--- src/rtl/core/ebrd_pkg.sv ---
// Package for the encoder/button report decoder: word layouts, event codes,
// register indexes and reset values. No dependencies.
package ebrd_pkg;

    localparam int REPORT_BYTES = 64;
    localparam int LEN_W        = 7;

    // result queue between front and back
    localparam int QDEPTH = 4;
    localparam int QPTR_W = $clog2(QDEPTH);
    localparam int QCNT_W = $clog2(QDEPTH + 1);

    localparam int MAX_RESULTS = 3;

    // event codes
    localparam logic [2:0] EV_ENCODER  = 3'd0;
    localparam logic [2:0] EV_PRESSED  = 3'd1;
    localparam logic [2:0] EV_RELEASED = 3'd2;
    localparam logic [2:0] EV_TAPPED   = 3'd3;
    localparam logic [2:0] EV_HELD     = 3'd4;

    // report byte values
    localparam logic [7:0] TYPE_VERSION = 8'h02;
    localparam logic [7:0] DIR_FWD      = 8'h01;
    localparam logic [7:0] DIR_BACK     = 8'h02;
    localparam logic [2:0] SPEED_MIN    = 3'd1;
    localparam logic [2:0] SPEED_MAX    = 3'd4;

    // longest report lengths that still lack a byte
    localparam logic [LEN_W-1:0] LEN_HAS_SPEED = 7'd1;
    localparam logic [LEN_W-1:0] LEN_HAS_DIR   = 7'd3;
    localparam logic [LEN_W-1:0] LEN_HAS_CTL   = 7'd5;

    // input kinds
    localparam logic KIND_REPORT = 1'b0;
    localparam logic KIND_TICK   = 1'b1;

    // button numbers
    localparam logic [1:0] BTN_OFF    = 2'd0;
    localparam logic [1:0] BTN_FIRST  = 2'd1;
    localparam logic [1:0] BTN_SECOND = 2'd2;
    localparam logic [1:0] BTN_TX     = 2'd3;

    // register indexes
    localparam logic [2:0] REG_CODE_NONE   = 3'd0;
    localparam logic [2:0] REG_CODE_FIRST  = 3'd1;
    localparam logic [2:0] REG_CODE_SECOND = 3'd2;
    localparam logic [2:0] REG_CODE_TX     = 3'd3;
    localparam logic [2:0] REG_HOLD_TICKS  = 3'd4;

    localparam logic [7:0]  RST_CODE_NONE   = 8'd0;
    localparam logic [7:0]  RST_CODE_FIRST  = 8'd1;
    localparam logic [7:0]  RST_CODE_SECOND = 8'd2;
    localparam logic [7:0]  RST_CODE_TX     = 8'd4;
    localparam logic [15:0] RST_HOLD_TICKS  = 16'd500;

    typedef struct packed {
        logic [2:0]        event_res;
        logic [1:0]        button;
        logic signed [3:0] ticks;
    } result_t;

    // all results of one input word, in emission order from index 0
    typedef struct packed {
        logic [1:0]                  count;
        result_t [MAX_RESULTS-1:0]   res;
    } job_t;

endpackage

--- src/rtl/core/ebrd_front.sv ---
// Front end: config registers, report decode and button tracking state.
// Builds one job per input word. Depends on ebrd_pkg.
module ebrd_front import ebrd_pkg::*; (
    input  logic        aclk,
    input  logic        aresetn,
    input  logic        cfg_wr,
    input  logic [2:0]  cfg_index,
    input  logic [15:0] cfg_data,
    input  logic        in_acc,
    input  logic        in_kind,
    input  logic [39:0] in_data,
    output logic        job_push,
    output job_t        job
);

    logic [7:0]  code_none_reg, code_first_reg, code_second_reg, code_tx_reg;
    logic [15:0] hold_ticks_reg;

    logic [1:0]  held_button_reg, held_button_next;
    logic        hold_sent_reg, hold_sent_next;
    logic        running_reg, running_next;
    logic [15:0] elapsed_reg, elapsed_next;

    logic [LEN_W-1:0] len;
    logic [7:0]       type_b, speed_b, dir_b, ctl_b;

    assign len    = in_data[6:0];
    assign type_b = in_data[14:7];
    assign speed_b = in_data[22:15];
    assign dir_b  = in_data[30:23];
    assign ctl_b  = in_data[38:31];

    always_ff @(posedge aclk) begin
        if (!aresetn) begin
            code_none_reg   <= RST_CODE_NONE;
            code_first_reg  <= RST_CODE_FIRST;
            code_second_reg <= RST_CODE_SECOND;
            code_tx_reg     <= RST_CODE_TX;
            hold_ticks_reg  <= RST_HOLD_TICKS;
        end else if (cfg_wr) begin
            unique case (cfg_index)
                REG_CODE_NONE:   code_none_reg   <= cfg_data[7:0];
                REG_CODE_FIRST:  code_first_reg  <= cfg_data[7:0];
                REG_CODE_SECOND: code_second_reg <= cfg_data[7:0];
                REG_CODE_TX:     code_tx_reg     <= cfg_data[7:0];
                REG_HOLD_TICKS:  hold_ticks_reg  <= cfg_data;
                default: ;
            endcase
        end
    end

    always_comb begin
        logic [1:0]  n;
        logic [7:0]  ctl_eff, dir_eff, speed_eff;
        logic [2:0]  speed_c;
        logic [1:0]  down;
        logic [15:0] el_t;

        n                = 2'd0;
        job              = '0;
        held_button_next = held_button_reg;
        hold_sent_next   = hold_sent_reg;
        running_next     = running_reg;
        elapsed_next     = elapsed_reg;
        ctl_eff          = (len > LEN_HAS_CTL) ? ctl_b : code_none_reg;
        dir_eff          = (len > LEN_HAS_DIR) ? dir_b : 8'd0;
        speed_eff        = (len > LEN_HAS_SPEED) ? speed_b : {5'd0, SPEED_MIN};
        down             = BTN_OFF;
        el_t             = elapsed_reg;

        if (speed_eff < {5'd0, SPEED_MIN}) begin
            speed_c = SPEED_MIN;
        end else if (speed_eff > {5'd0, SPEED_MAX}) begin
            speed_c = SPEED_MAX;
        end else begin
            speed_c = speed_eff[2:0];
        end

        if (in_kind == KIND_TICK) begin
            if (running_reg && (elapsed_reg < hold_ticks_reg)) begin
                el_t = elapsed_reg + 16'd1;
            end
            elapsed_next = el_t;
            if ((held_button_reg != BTN_OFF) && !hold_sent_reg && running_reg
                    && (el_t >= hold_ticks_reg)) begin
                job.res[n] = '{EV_HELD, held_button_reg, 4'sd0};
                n = n + 2'd1;
                hold_sent_next = 1'b1;
            end
        end else if ((len != '0) && (type_b != TYPE_VERSION)) begin
            // code_none wins over the button codes
            priority if (ctl_eff == code_none_reg) begin
                if (dir_eff == DIR_FWD) begin
                    job.res[n] = '{EV_ENCODER, BTN_OFF, signed'({1'b0, speed_c})};
                    n = n + 2'd1;
                end else if (dir_eff == DIR_BACK) begin
                    job.res[n] = '{EV_ENCODER, BTN_OFF,
                                   signed'(4'd0 - {1'b0, speed_c})};
                    n = n + 2'd1;
                end
                down = BTN_OFF;
            end else if (ctl_eff == code_first_reg) begin
                down = BTN_FIRST;
            end else if (ctl_eff == code_second_reg) begin
                down = BTN_SECOND;
            end else if (ctl_eff == code_tx_reg) begin
                down = BTN_TX;
            end else begin
                down = BTN_OFF;
            end

            if (down != held_button_reg) begin
                if (held_button_reg != BTN_OFF) begin
                    job.res[n] = '{EV_RELEASED, held_button_reg, 4'sd0};
                    n = n + 2'd1;
                    if (!hold_sent_reg) begin
                        job.res[n] = '{EV_TAPPED, held_button_reg, 4'sd0};
                        n = n + 2'd1;
                    end
                end
                held_button_next = down;
                hold_sent_next   = 1'b0;
                if (down != BTN_OFF) begin
                    running_next = 1'b1;
                    elapsed_next = 16'd0;
                    job.res[n]   = '{EV_PRESSED, down, 4'sd0};
                    n = n + 2'd1;
                end else begin
                    running_next = 1'b0;
                end
            end else if ((down != BTN_OFF) && !hold_sent_reg && running_reg
                         && (elapsed_reg >= hold_ticks_reg)) begin
                job.res[n] = '{EV_HELD, held_button_reg, 4'sd0};
                n = n + 2'd1;
                hold_sent_next = 1'b1;
            end
        end
        job.count = n;
    end

    assign job_push = in_acc && (job.count != 2'd0);

    always_ff @(posedge aclk) begin
        if (!aresetn) begin
            held_button_reg <= BTN_OFF;
            hold_sent_reg   <= 1'b0;
            running_reg     <= 1'b0;
            elapsed_reg     <= 16'd0;
        end else if (in_acc) begin
            held_button_reg <= held_button_next;
            hold_sent_reg   <= hold_sent_next;
            running_reg     <= running_next;
            elapsed_reg     <= elapsed_next;
        end
    end

endmodule

--- src/rtl/core/ebrd_queue.sv ---
// Short job queue between front and back, QDEPTH entries in flops.
// Depends on ebrd_pkg.
module ebrd_queue import ebrd_pkg::*; (
    input  logic aclk,
    input  logic aresetn,
    input  logic push,
    input  job_t push_job,
    input  logic pop,
    output logic full,
    output logic head_valid,
    output job_t head_job
);

    job_t              mem [QDEPTH];
    logic [QPTR_W-1:0] wr_ptr_reg, rd_ptr_reg;
    logic [QCNT_W-1:0] cnt_reg;

    assign full       = (cnt_reg == QCNT_W'(QDEPTH));
    assign head_valid = (cnt_reg != '0);
    assign head_job   = mem[rd_ptr_reg];

    always_ff @(posedge aclk) begin
        if (push) begin
            mem[wr_ptr_reg] <= push_job;
        end
    end

    always_ff @(posedge aclk) begin
        if (!aresetn) begin
            wr_ptr_reg <= '0;
            rd_ptr_reg <= '0;
            cnt_reg    <= '0;
        end else begin
            if (push) begin
                wr_ptr_reg <= wr_ptr_reg + QPTR_W'(1);
            end
            if (pop) begin
                rd_ptr_reg <= rd_ptr_reg + QPTR_W'(1);
            end
            if (push && !pop) begin
                cnt_reg <= cnt_reg + QCNT_W'(1);
            end else if (pop && !push) begin
                cnt_reg <= cnt_reg - QCNT_W'(1);
            end
        end
    end

endmodule

--- src/rtl/core/ebrd_back.sv ---
// Back end: walks each job one result per cycle into the output register, while that register is free or taken.
// Depends on ebrd_pkg.
module ebrd_back import ebrd_pkg::*; (
    input  logic    aclk,
    input  logic    aresetn,
    input  logic    head_valid,
    input  job_t    head_job,
    output logic    pop,
    output logic    out_valid,
    input  logic    out_ready,
    output result_t out_res,
    output logic    out_last
);

    job_t       job_reg;
    logic [1:0] pos_reg;
    logic       have_reg;
    logic       out_valid_reg;
    result_t    out_res_reg;
    logic       out_last_reg;

    job_t       src;
    logic [1:0] pos;
    logic       slot_free, take, at_end;

    assign src       = have_reg ? job_reg : head_job;
    assign pos       = have_reg ? pos_reg : 2'd0;
    assign slot_free = !out_valid_reg || out_ready;
    assign take      = slot_free && (have_reg || head_valid);
    assign at_end    = (pos == src.count - 2'd1);
    assign pop       = take && !have_reg;

    always_ff @(posedge aclk) begin
        if (!aresetn) begin
            have_reg      <= 1'b0;
            out_valid_reg <= 1'b0;
            pos_reg       <= 2'd0;
        end else begin
            if (take) begin
                out_valid_reg <= 1'b1;
                have_reg      <= !at_end;
                pos_reg       <= pos + 2'd1;
            end else if (out_ready) begin
                out_valid_reg <= 1'b0;
            end
        end
    end

    always_ff @(posedge aclk) begin
        if (pop) begin
            job_reg <= head_job;
        end
        if (take) begin
            out_res_reg  <= src.res[pos];
            out_last_reg <= at_end;
        end
    end

    assign out_valid = out_valid_reg;
    assign out_res   = out_res_reg;
    assign out_last  = out_last_reg;

endmodule

--- src/rtl/core/encoder_button_report_decoder.sv ---
// Top level of the encoder/button report decoder.
// Instantiates ebrd_front, ebrd_queue and ebrd_back; depends on ebrd_pkg.
//
// Usage
//  - s_ channel: one word per received report or per elapsed time tick.
//    s_tuser selects the kind (0 report, 1 tick); s_tdata carries the
//    report length and the type, speed, direction and control bytes.
//  - m_ channel: event words. m_tuser is the event code, m_tdata the button
//    and signed tick count, m_tlast marks the final event of an input word.
//    An input word gives zero to three events.
//  - cfg_ channel: register writes, always ready. Write only while idle.
//  - Path: a taken word's job is written to the job queue, then its first event
//    to the output register; decode and button tracking finish in the accepting cycle.
//  - Throughput: a word is taken every cycle while the four-entry job queue
//    has room; the output side sends one event per cycle while m_tready is high,
//    so a word with several events holds the output until its last is sent.
//  - Receiver stall: the output register holds its word; the queue fills,
//    and then s_tready drops until an entry drains.
//  - Reset (aresetn low, synchronous): queue emptied, button state cleared,
//    registers back to their defaults.
module encoder_button_report_decoder import ebrd_pkg::*; (
    input  logic        aclk,
    input  logic        aresetn,
    // input words
    input  logic        s_tvalid,
    output logic        s_tready,
    input  logic [39:0] s_tdata,   // report_len[6:0], type_byte[14:7], speed_byte[22:15],
                                   // direction_byte[30:23], control_byte[38:31], 0[39]
    input  logic        s_tuser,   // kind[0]
    // event words
    output logic        m_tvalid,
    input  logic        m_tready,
    output logic [7:0]  m_tdata,   // button[1:0], ticks[5:2], 0[7:6]
    output logic [2:0]  m_tuser,   // event_res[2:0]
    output logic        m_tlast,
    // register writes
    input  logic        cfg_valid,
    output logic        cfg_ready,
    input  logic [2:0]  cfg_index,
    input  logic [15:0] cfg_data
);

    logic    q_full, q_head_valid, q_pop, job_push, in_acc;
    job_t    job_new, q_head;
    result_t out_res;

    assign s_tready  = !q_full;
    assign in_acc    = s_tvalid && s_tready;
    assign cfg_ready = 1'b1;

    // front: decode, button tracking, job build
    ebrd_front u_front (
        .aclk      (aclk),
        .aresetn   (aresetn),
        .cfg_wr    (cfg_valid && cfg_ready),
        .cfg_index (cfg_index),
        .cfg_data  (cfg_data),
        .in_acc    (in_acc),
        .in_kind   (s_tuser),
        .in_data   (s_tdata),
        .job_push  (job_push),
        .job       (job_new)
    );

    // jobs with no events are never queued
    ebrd_queue u_queue (
        .aclk       (aclk),
        .aresetn    (aresetn),
        .push       (job_push),
        .push_job   (job_new),
        .pop        (q_pop),
        .full       (q_full),
        .head_valid (q_head_valid),
        .head_job   (q_head)
    );

    // back: one event per cycle into the output register while the receiver takes them
    ebrd_back u_back (
        .aclk       (aclk),
        .aresetn    (aresetn),
        .head_valid (q_head_valid),
        .head_job   (q_head),
        .pop        (q_pop),
        .out_valid  (m_tvalid),
        .out_ready  (m_tready),
        .out_res    (out_res),
        .out_last   (m_tlast)
    );

    assign m_tuser = out_res.event_res;
    assign m_tdata = {2'b00, out_res.ticks, out_res.button};

endmodule
--- config.mk ---
export PLATFORM = sky130hd
export DESIGN_NAME = encoder_button_report_decoder
export DESIGN_NICKNAME = d
export VERILOG_FILES = /design/src/rtl/core/ebrd_pkg.sv /design/src/rtl/core/ebrd_front.sv /design/src/rtl/core/ebrd_queue.sv /design/src/rtl/core/ebrd_back.sv /design/src/rtl/core/encoder_button_report_decoder.sv
export SDC_FILE = /design/constraint.sdc
export NUM_CORES = 1
export LEC_CHECK = 0
export BUFFER_PORTS_ARGS = -buffer_cell sky130_fd_sc_hd__buf_2
export CAP_MARGIN = 0
export CORE_MARGIN = 3
export CORE_UTILIZATION = 63
export CTS_BUF_LIST = sky130_fd_sc_hd__clkbuf_4
export DETAILED_ROUTE_END_ITERATION = 6
export PLACE_DENSITY = 0.89
export REMOVE_ABC_BUFFERS = 1
export SLEW_MARGIN = 20
export SYNTH_ARGS = -nofsm -noshare
export SYNTH_HDL_FRONTEND = slang
export SYNTH_HIERARCHICAL = 1
export SYNTH_SLANG_ARGS = --single-unit
--- constraint.sdc ---
create_clock -name aclk -period 10.8 [get_ports aclk]
set_input_delay 1.08 -clock aclk [delete_from_list [all_inputs] [get_ports aclk]]
set_output_delay 1.08 -clock aclk [all_outputs]
set_load 0.02 [all_outputs]
-- Word-level counts from Yosys, hierarchy flattened
Memories as Yosys holds them, arrays and structs flattened. A register that Yosys moved wholly into a read port is not among the register bits.
Cells that the tools add are included.
W data, S select, Z words.
- mux-type cells: 78
- order comparisons: 15
- equal/unequal tests: 15
- $add $sub $neg: 11
- bitwise operators: 1
- reduce and logical (&&, ||, !) cells: 46
- operators with widths (kind ; number):
    $mux W27 ; 9
    $bwmux W27 ; 4
    $mux W16 ; 6
    $mux W9 ; 10
    $demux W9 S2 ; 3
    $mux W2 ; 23
    $eq A8 B8 Y1 ; 4
    $ge A16 B16 Y1 ; 2
    $mux W29 ; 1
    $mux W8 ; 3
    $bmux W9 S2 ; 1
    $mux W18 ; 1
    $logic_and A1 B1 Y1 ; 17
    $add A16 B1 Y16 const B ; 1
    $lt A16 B16 Y1 ; 1
    $reduce_bool A2 Y1 ; 8
    $add A2 B1 Y2 const B ; 6
    $lt A2 B3 Y1 const B ; 4
    $mux W1 ; 12
    $mux W3 ; 4
    $reduce_and A4 Y1 ; 3
    $reduce_and A2 Y1 ; 5
    $eq A8 B1 Y1 const B ; 1
    $eq A8 B2 Y1 const B ; 1
    other kinds (24) ; 36
- input bits: 65
- word-level logic and storage cells: 196
- memories: 1
- output and inout port bits: 15
- flip-flop bits (word level): 118
- memory bits (writable): 116
- memories (name ; depth ; width ; rd ports ; clocked after memory_dff ; write ports ; RTL line ; RTL):
    u_queue.mem ; 4 ; 29 ; 1 ; 1 ; 1 ; ebrd_queue.sv:14 ; job_t mem [QDEPTH];

-- Depth between registers and ports, before layout
Gate-level depths: netlist of run 1.
- word-level depth: 26
- gate-level depth with buffers: 26

-- Hierarchy
Netlist of run 1, hierarchy kept.
- by module, submodules not included (module ; cells each ; times used ; area an instance (µm²)):
    ebrd_front ; 687 ; 1 ; 5307.6
    ebrd_queue ; 194 ; 1 ; 4639.4
    ebrd_back ; 108 ; 1 ; 1682.9
    encoder_button_report_decoder ; 7 ; 1 ; 40.0

-- Worst setup path after synthesis of run 1
Ideal clock, no wire load.
- path kind: input port to flip-flop
- start point: in s_tdata[5]
- end point: reg u_queue.cnt_reg[2]
- data arrival time: 5.107 ns
- stages: 19
- required time: 10.724 ns
- slack: 5.617 ns
- buffers on the path: 1
- cells stage by stage: or4_4 -> buf_6 -> o21ai_4 -> a21oi_1 -> a2111oi_1 -> nand2_1 -> a31oi_1 -> o211ai_1 -> inv_1 -> ha_1 -> inv_1 -> a221o_1 -> o21a_1 -> ha_1 -> inv_1 -> fa_1 -> xor2_1 -> or3_1 -> a21boi_0
- RTL lines (item ; RTL line ; RTL):
    start: declaration ; encoder_button_report_decoder.sv:27 ; input logic [39:0] s_tdata,
    end signal: assignment ; ebrd_queue.sv:41 ; cnt_reg <= cnt_reg + QCNT_W'(1);
    end signal: assignment ; ebrd_queue.sv:43 ; cnt_reg <= cnt_reg - QCNT_W'(1);
    end: declaration ; ebrd_queue.sv:16 ; logic [QCNT_W-1:0] cnt_reg;

==> metrics.txt, run 1 <==
count leader, synth=edfxtp_1; status=completed; Die W=142 µm; dominant cell type by area after synthesis=edfxtp_1; setup violators final=0; Global Route Usage Sum=24.3%; WP buf/inv=1; I/O Pins=80; worst slew pin tran=0.867 ns; die outline height=142 µm; Post-synth EDFFs=155; syn_area_per_cell=11.7 µm²; Yosys warning count=6; Worst Path Max Fanout=9; total power=0.00233 W; Routed WL=24100 µm; setup tns final=0 ns; DR iter-0 viols=532; cell count after synthesis=996; H-tree levels=2; synth cell count leaders=155 x edfxtp_1, 118 x nand2_1, 81 x dfxtp_1; maximum VDD drop=0.0974 mV; first-pass GRT wire length=39700 µm; vias per inst=5.95; clock buffer depth=3; number of global-route vias before repair=8063; delay-heaviest family, CP=compound AO/OA/AOI/OAI gates; Tcrit/Tclk final=56.0%; CTS tree=built; TritonCTS buffer count=58; Routed Antenna Nets=0; Routability Congestion=0.894; Root Driver=clkbuf_4; Area Growth Syn to Fin=9.98%; CP required=11.41 ns; Slowest cell on crit path=a211oi_1; LEAKAGE=4.96 nW; cells along the critical path=ha_1 > a21o_1 > a21o_1 > a21oi_1 > o21ai_0 > or2_2 > nor2_1 > nand2_1 > nor3_1 > xor2_1 > ha_1 > nand4_1 > a21oi_1 > a21oi_1 > a211oi_1 > a221o_1 > o21a_1 > ha_1 > inv_1 > fa_1 > xor2_1 > or3_1 > a21boi_0; DR WL/cell=17.6 µm; Post-Syn Area=11700 µm²; Pwr Density=182 nW/µm²; Final Max Tran Viols=0; Hold Path Class=reg -> reg; Synth area leaders=edfxtp_1 40%, dfxtp_1 14%, mux4_2 5.4%; max reg flops=116; worst skew pair latency=0.69 ns; hpwl dp=16300 µm; CTS sink cnt=236; dominant synthesized flop cell=edfxtp_1; Fill cells=1243; share of layout cells above drive strength 1=19.9%; RSZ-0062 raised after global routing=no; row cnt=49; CP Class=reg -> reg; CP Capture Type=flop; Critical Path Max Stage Delay=0.57 ns; clk slew on worst S/H paths=0.07 ns; ant diodes=0; Post-CTS Resized=0; Startpoint Class=flop; Distinct cells, synth=81; Final Skew=0.0267 ns; crit path time final=6.05 ns; Max-Cap Viols=0; Max Clk Rate=165 MHz; Initial Util=64.5%; setup bufs post-CTS=0; full die area=20200 µm²; drc violations=0; Yosys reg bits=236; Slew headroom=42.1%; total congestion overflow=0; Fin. Hold Viols=0; initial antenna violation count=1; largest net degree at the start of global routing=73; Hold Buf Count CTS=0; DR pass1 iterations=7; Final #Nets=1204; I/O Buffers=75; sequential-to-total area share from yosys stat=53.8%; CORE AREA=18100 µm²; CP Data Arrival Time=6.67 ns; share of Yosys cell area claimed by the top area cell type=39.9%; ys async rst share=0%; Via Count=8141
## metrics by stage
step / utilization [%] / cell area (µm²) / hold slack [ns] / worst slack (ns) / instances
6_report: 71.0 / 12800 / 0.463 / 4.75 / 1368
3_5_place_dp: 66.9 / 12100 / 0.459 / 4.58 / 1260
3_3_place_gp: 66.9 / 12100 / 0.452 / 4.78 / 1260
5_1_grt: 71.0 / 12800 / 0.495 / 4.32 / 1368
4_1_cts: 71.0 / 12800 / 0.468 / 4.87 / 1368
2_1_floorplan: - / 11400 / 0.443 / 5.25 / 949
## tightest hold or removal path: stages (launching register included)
cell and delay (ns):
dfxtp_1 0.31, nand2_1 0.04, a21boi_0 0.06
## final cells by class
cell class | count | area (µm²) | share of cell area (%)
repair buffers | 82 | 428 | 3.33
well taps | 229 | 287 | 2.23
flip-flops and latches | 236 | 6280 | 48.9
multi-input cells | 662 | 4920 | 38.4
clock inverters | 25 | 105 | 0.819
inverters | 51 | 191 | 1.49
clock buffers | 83 | 623 | 4.85
## path summary, 6_finish.rpt
check	startpoint	to	slack, ns	cells after the start
setup / recovery	u_front/elapsed_reg[13]	u_queue/cnt_reg[2]	4.75	23
hold / removal	u_front/hold_ticks_reg[12]	u_front/hold_ticks_reg[12]	0.46	2
setup reg to reg	u_front/elapsed_reg[13]	u_queue/cnt_reg[2]	4.75	23
hold reg to reg	u_front/hold_ticks_reg[12]	u_front/hold_ticks_reg[12]	0.46	2
## report_power, final
group	leakage (nW)	total, W	switching [W]	internal [W]
logic	2.46	0.000474	0.000269	0.000205
clock network	0.427	0.000706	0.000350	0.000356
registers	2.07	0.00115	0.0000564	0.00109
## cells by family (layout without fill, tap and decap cells)
family | count (synthesis) | in the layout | synth area share (%)
AO/OA/AOI/OAI | 201 | 201 | 12.7
XOR/XNOR | 44 | 44 | 3.30
adder cells (fa/ha/maj) | 48 | 48 | 5.21
buffers and inverters | 107 | 241 | 4.36
flip-flops | 236 | 236 | 53.8
multiplexers | 48 | 48 | 7.27
other | 3 | 12 | 0.0965
AND/OR/NAND/NOR | 309 | 309 | 13.3
## layer usage
layer / part of all wire, % / vias to the layer above / global-route usage, %
met5: 0.054 / - / 0
li1: - / 3883 / -
met1: 42 / 3935 / 31.0
met4: 1.8 / 2 / 8.08
met2: 50 / 279 / 42.1
met3: 5.7 / 42 / 4.70
## cell usage in the layout (no fill, tap or decap), types with 5 or more instances in the layout
master,synthesis,routed
or2_2,6,6
and3_1,18,18
nor2b_1,22,22
a22o_1,9,9
conb_1,3,12
a2bb2oi_1,9,9
mux4_2,28,28
o22ai_1,6,6
nor3_1,16,16
dfxtp_1,81,80
clkbuf_4,0,83
o21ai_0,12,12
ha_1,47,47
a21o_1,15,15
buf_4,14,7
nand4_1,10,10
nand2_1,118,118
mux2i_1,18,18
o31ai_1,5,5
a31oi_1,5,5
nand3_1,25,25
inv_1,51,51
xnor2_1,16,16
xor2_1,28,28
buf_2,7,75
o21a_1,7,7
a21boi_0,41,41
clkinv_1,0,21
a21oi_1,35,35
and2_1,15,11
edfxtp_1,155,155
nor4_1,7,7
nor2_1,37,37
o211ai_1,10,10
No activity file was read; power rests on OpenSTA's default activity.
==> run 2, diff against run 1 <==
==> constraint.sdc (replaced) <==
create_clock -name aclk -period 5.7 [get_ports aclk]
set_input_delay 0.57 -clock aclk [delete_from_list [all_inputs] [get_ports aclk]]
set_output_delay 0.57 -clock aclk [all_outputs]
set_load 0.02 [all_outputs]
==> run 2 against run 1 <==
Against the previous run:
- combinational power rose by 85%
- global-route usage fell by 0.46 points
- worst hold slack got worse by 0.32 ns
- critical path type unchanged
- critical endpoint unchanged
- largest power group unchanged
==> metrics.txt, run 2 (synthesis gave the netlist of run 1 again) <==
status=completed; RSZ-0062 raised after global routing=no; vias per inst=5.91 (-0.74%); Final Max Tran Viols=0 (unchanged); Max Clk Rate=187 MHz (+13%); total congestion overflow=0 (unchanged); worst skew pair latency=0.70 ns (about the same); total power=0.00446 W (+91%); number of global-route vias before repair=7952 (-1.4%); Final #Nets=1216 (+1.0%); I/O Pins=80 (unchanged); Int Pwr=0.00316 W (+91%); worst reg2reg path startpoint=u_front/hold_ticks_reg[9]; Routability Congestion=0.905 (+1.2%); CTS tree=built; area post-placement=12200 µm² (+0.58%); Fin. Hold Viols=0 (unchanged); post-route design area=13000 µm² (+0.97%); Reg2Reg Capture Point=u_queue/cnt_reg[2]; full die area=20200 µm² (unchanged); commonest non-fill, non-tap cell in the layout=edfxtp_1; I/O Buffers=75 (unchanged); CP Class=reg -> reg; Die W=142 µm (unchanged); Worst R2R Setup Slack=0.35 ns (-4.40 ns); Startpoint Class=flop; max reg flops=116 (unchanged); die outline height=142 µm (unchanged); CP Capture Type=flop; Pwr Density=344 nW/µm² (+89%); Initial Util=64.5% (unchanged); row cnt=49 (unchanged); Root Driver=clkbuf_4; Hold Buf Count CTS=0 (unchanged); crit path time final=5.35 ns (-0.704 ns); most frequent cells in the layout=155 x edfxtp_1, 117 x nand2_1, 80 x dfxtp_1, 79 x clkbuf_4, 75 x buf_2; H-tree levels=2 (unchanged); DR iter-0 viols=671 (+26%); Hold Path Class=in -> reg; Final Skew=0.0400 ns (+0.0134 ns); worst setup path endpoint=u_queue/cnt_reg[2]; switch share=29.0% (+0.031 points); CP Data Arrival Time=5.95 ns (-0.72 ns); drc violations=0 (unchanged); LEAKAGE=5.03 nW (+1.6%); Via Count=8169 (+0.34%); CTS sink cnt=236 (unchanged); R2R cell count=26 (+13%); CORE AREA=18100 µm² (unchanged); hpwl dp=16300 µm (-0.28%); Global Route Usage Sum=23.9% (-0.46 points); largest net degree at the start of global routing=73 (unchanged); share of layout cells above drive strength 1=21.1% (+1.2 points); maximum VDD drop=0.190 mV (+95%); CP required=6.30 ns (-5.11 ns); worst slew pin tran=0.920 ns (+0.0530 ns); Critical Path Max Stage Delay=0.36 ns (-0.21 ns); DR pass1 iterations=5 (-2); Clock power frac=30.8% (+0.5 points); Slew headroom=38.5% (-3.5 points); DR WL/cell=17.3 µm (-1.9%); Slowest cell on crit path=a221o_1; initial antenna violation count=1 (unchanged); clock buffer depth=3 (unchanged); Routed Antenna Nets=0 (unchanged); Area Growth Syn to Fin=11.0%; Flop pwr share=49.5% (about the same); clk slew on worst S/H paths=0.06 ns (about the same); Routed WL=23900 µm (-0.83%); Crit. Startpoint=u_front/hold_ticks_reg[9]; Psw=0.00129 W (+91%); TritonCTS buffer count=59 (+1.7%); first-pass GRT wire length=38700 µm (-2.6%); most used cell, CP=a21o_1; Max-Cap Viols=0 (unchanged); Comb pwr share=19.7% (-0.6 points); setup violators final=0 (unchanged); Worst Path Max Fanout=9 (unchanged); hold path start=cfg_data[8]; Tcrit/Tclk final=93.8% (+38 points); hold slack=0.142 ns (-0.321 ns)
run 2: worst min-delay path by stage:
stage                     slack [ns]  cells after the start                    endpoint
after detailed placement        0.46                      2   u_front/hold_ticks_reg[9]
after CTS                       0.11                      3   u_front/hold_ticks_reg[8]
after global placement          0.46                      2   u_front/hold_ticks_reg[9]
after floorplan                 0.44                      2  u_front/hold_ticks_reg[10]
after global routing            0.14                      3   u_front/hold_ticks_reg[8]
final                           0.14                      3   u_front/hold_ticks_reg[8]
run 2: area by class of cell:
cell class,instances,area [µm²]
multi-input cells,662,4930
clock buffers,79,593
diodes,3,7.51
flip-flops and latches,236,6280
repair buffers,93,510
inverters,51,191
well taps,229,287
fillers,1257,5130
clock inverters,30,160
run 2: stage by stage:
stage	setup TNS, ns	std cells	setup WS (ns)	utilization [%]
after floorplan	0	949	0.549	-
after global placement	0	1270	0.107	67.3
after detailed placement	-0.0956	1270	-0.0956	67.3
after CTS	0	1379	0.0852	71.5
after global routing	0	1382	0.0185	71.6
final	0	1383	0.353	71.6
run 2: worst max-delay path, delay by kind of cell (launching register included):
kind            cells  cell delay, ns
simple gates        6            1.28
compound gates     12            2.27
flops               1            0.32
fa+ha+maj           4            1.01
buf+inv             2            0.13
xor+xnor            2            0.28
run 2: layer usage:
metal | vias to the layer above | wire (µm) | part of all wire [%] | track usage (%)
li1 | 3919 | - | - | -
met1 | 3916 | 9890 | 41 | 30.7
met2 | 288 | 12100 | 50 | 41.1
met3 | 46 | 1520 | 6.4 | 4.67
met4 | 0 | 456 | 1.9 | 7.78
met5 | - | 0 | 0 | 0
run 2: what timing repair did:
action                     in CTS  in global routing
setup endpoints to repair       1                  2
buffers inserted                0                  1
resized for setup               1                  3
cloned                          0                  0
pin swaps                       0                  1
run 2: power by group through the flow:
| stage | Clock (W) | Sequential [W] | Combinational, W |
|---|---|---|---|
| 6_report | 0.00137 | 0.00221 | 0.000877 |
| 5_1_grt | 0.00149 | 0.00223 | 0.000957 |
| 4_1_cts | 0.00141 | 0.00221 | 0.000879 |
| 3_5_place_dp | 0 | 0.00225 | 0.000875 |
| 3_3_place_gp | 0 | 0.00224 | 0.000846 |
| 2_1_floorplan | 0 | 0.00230 | 0.000535 |
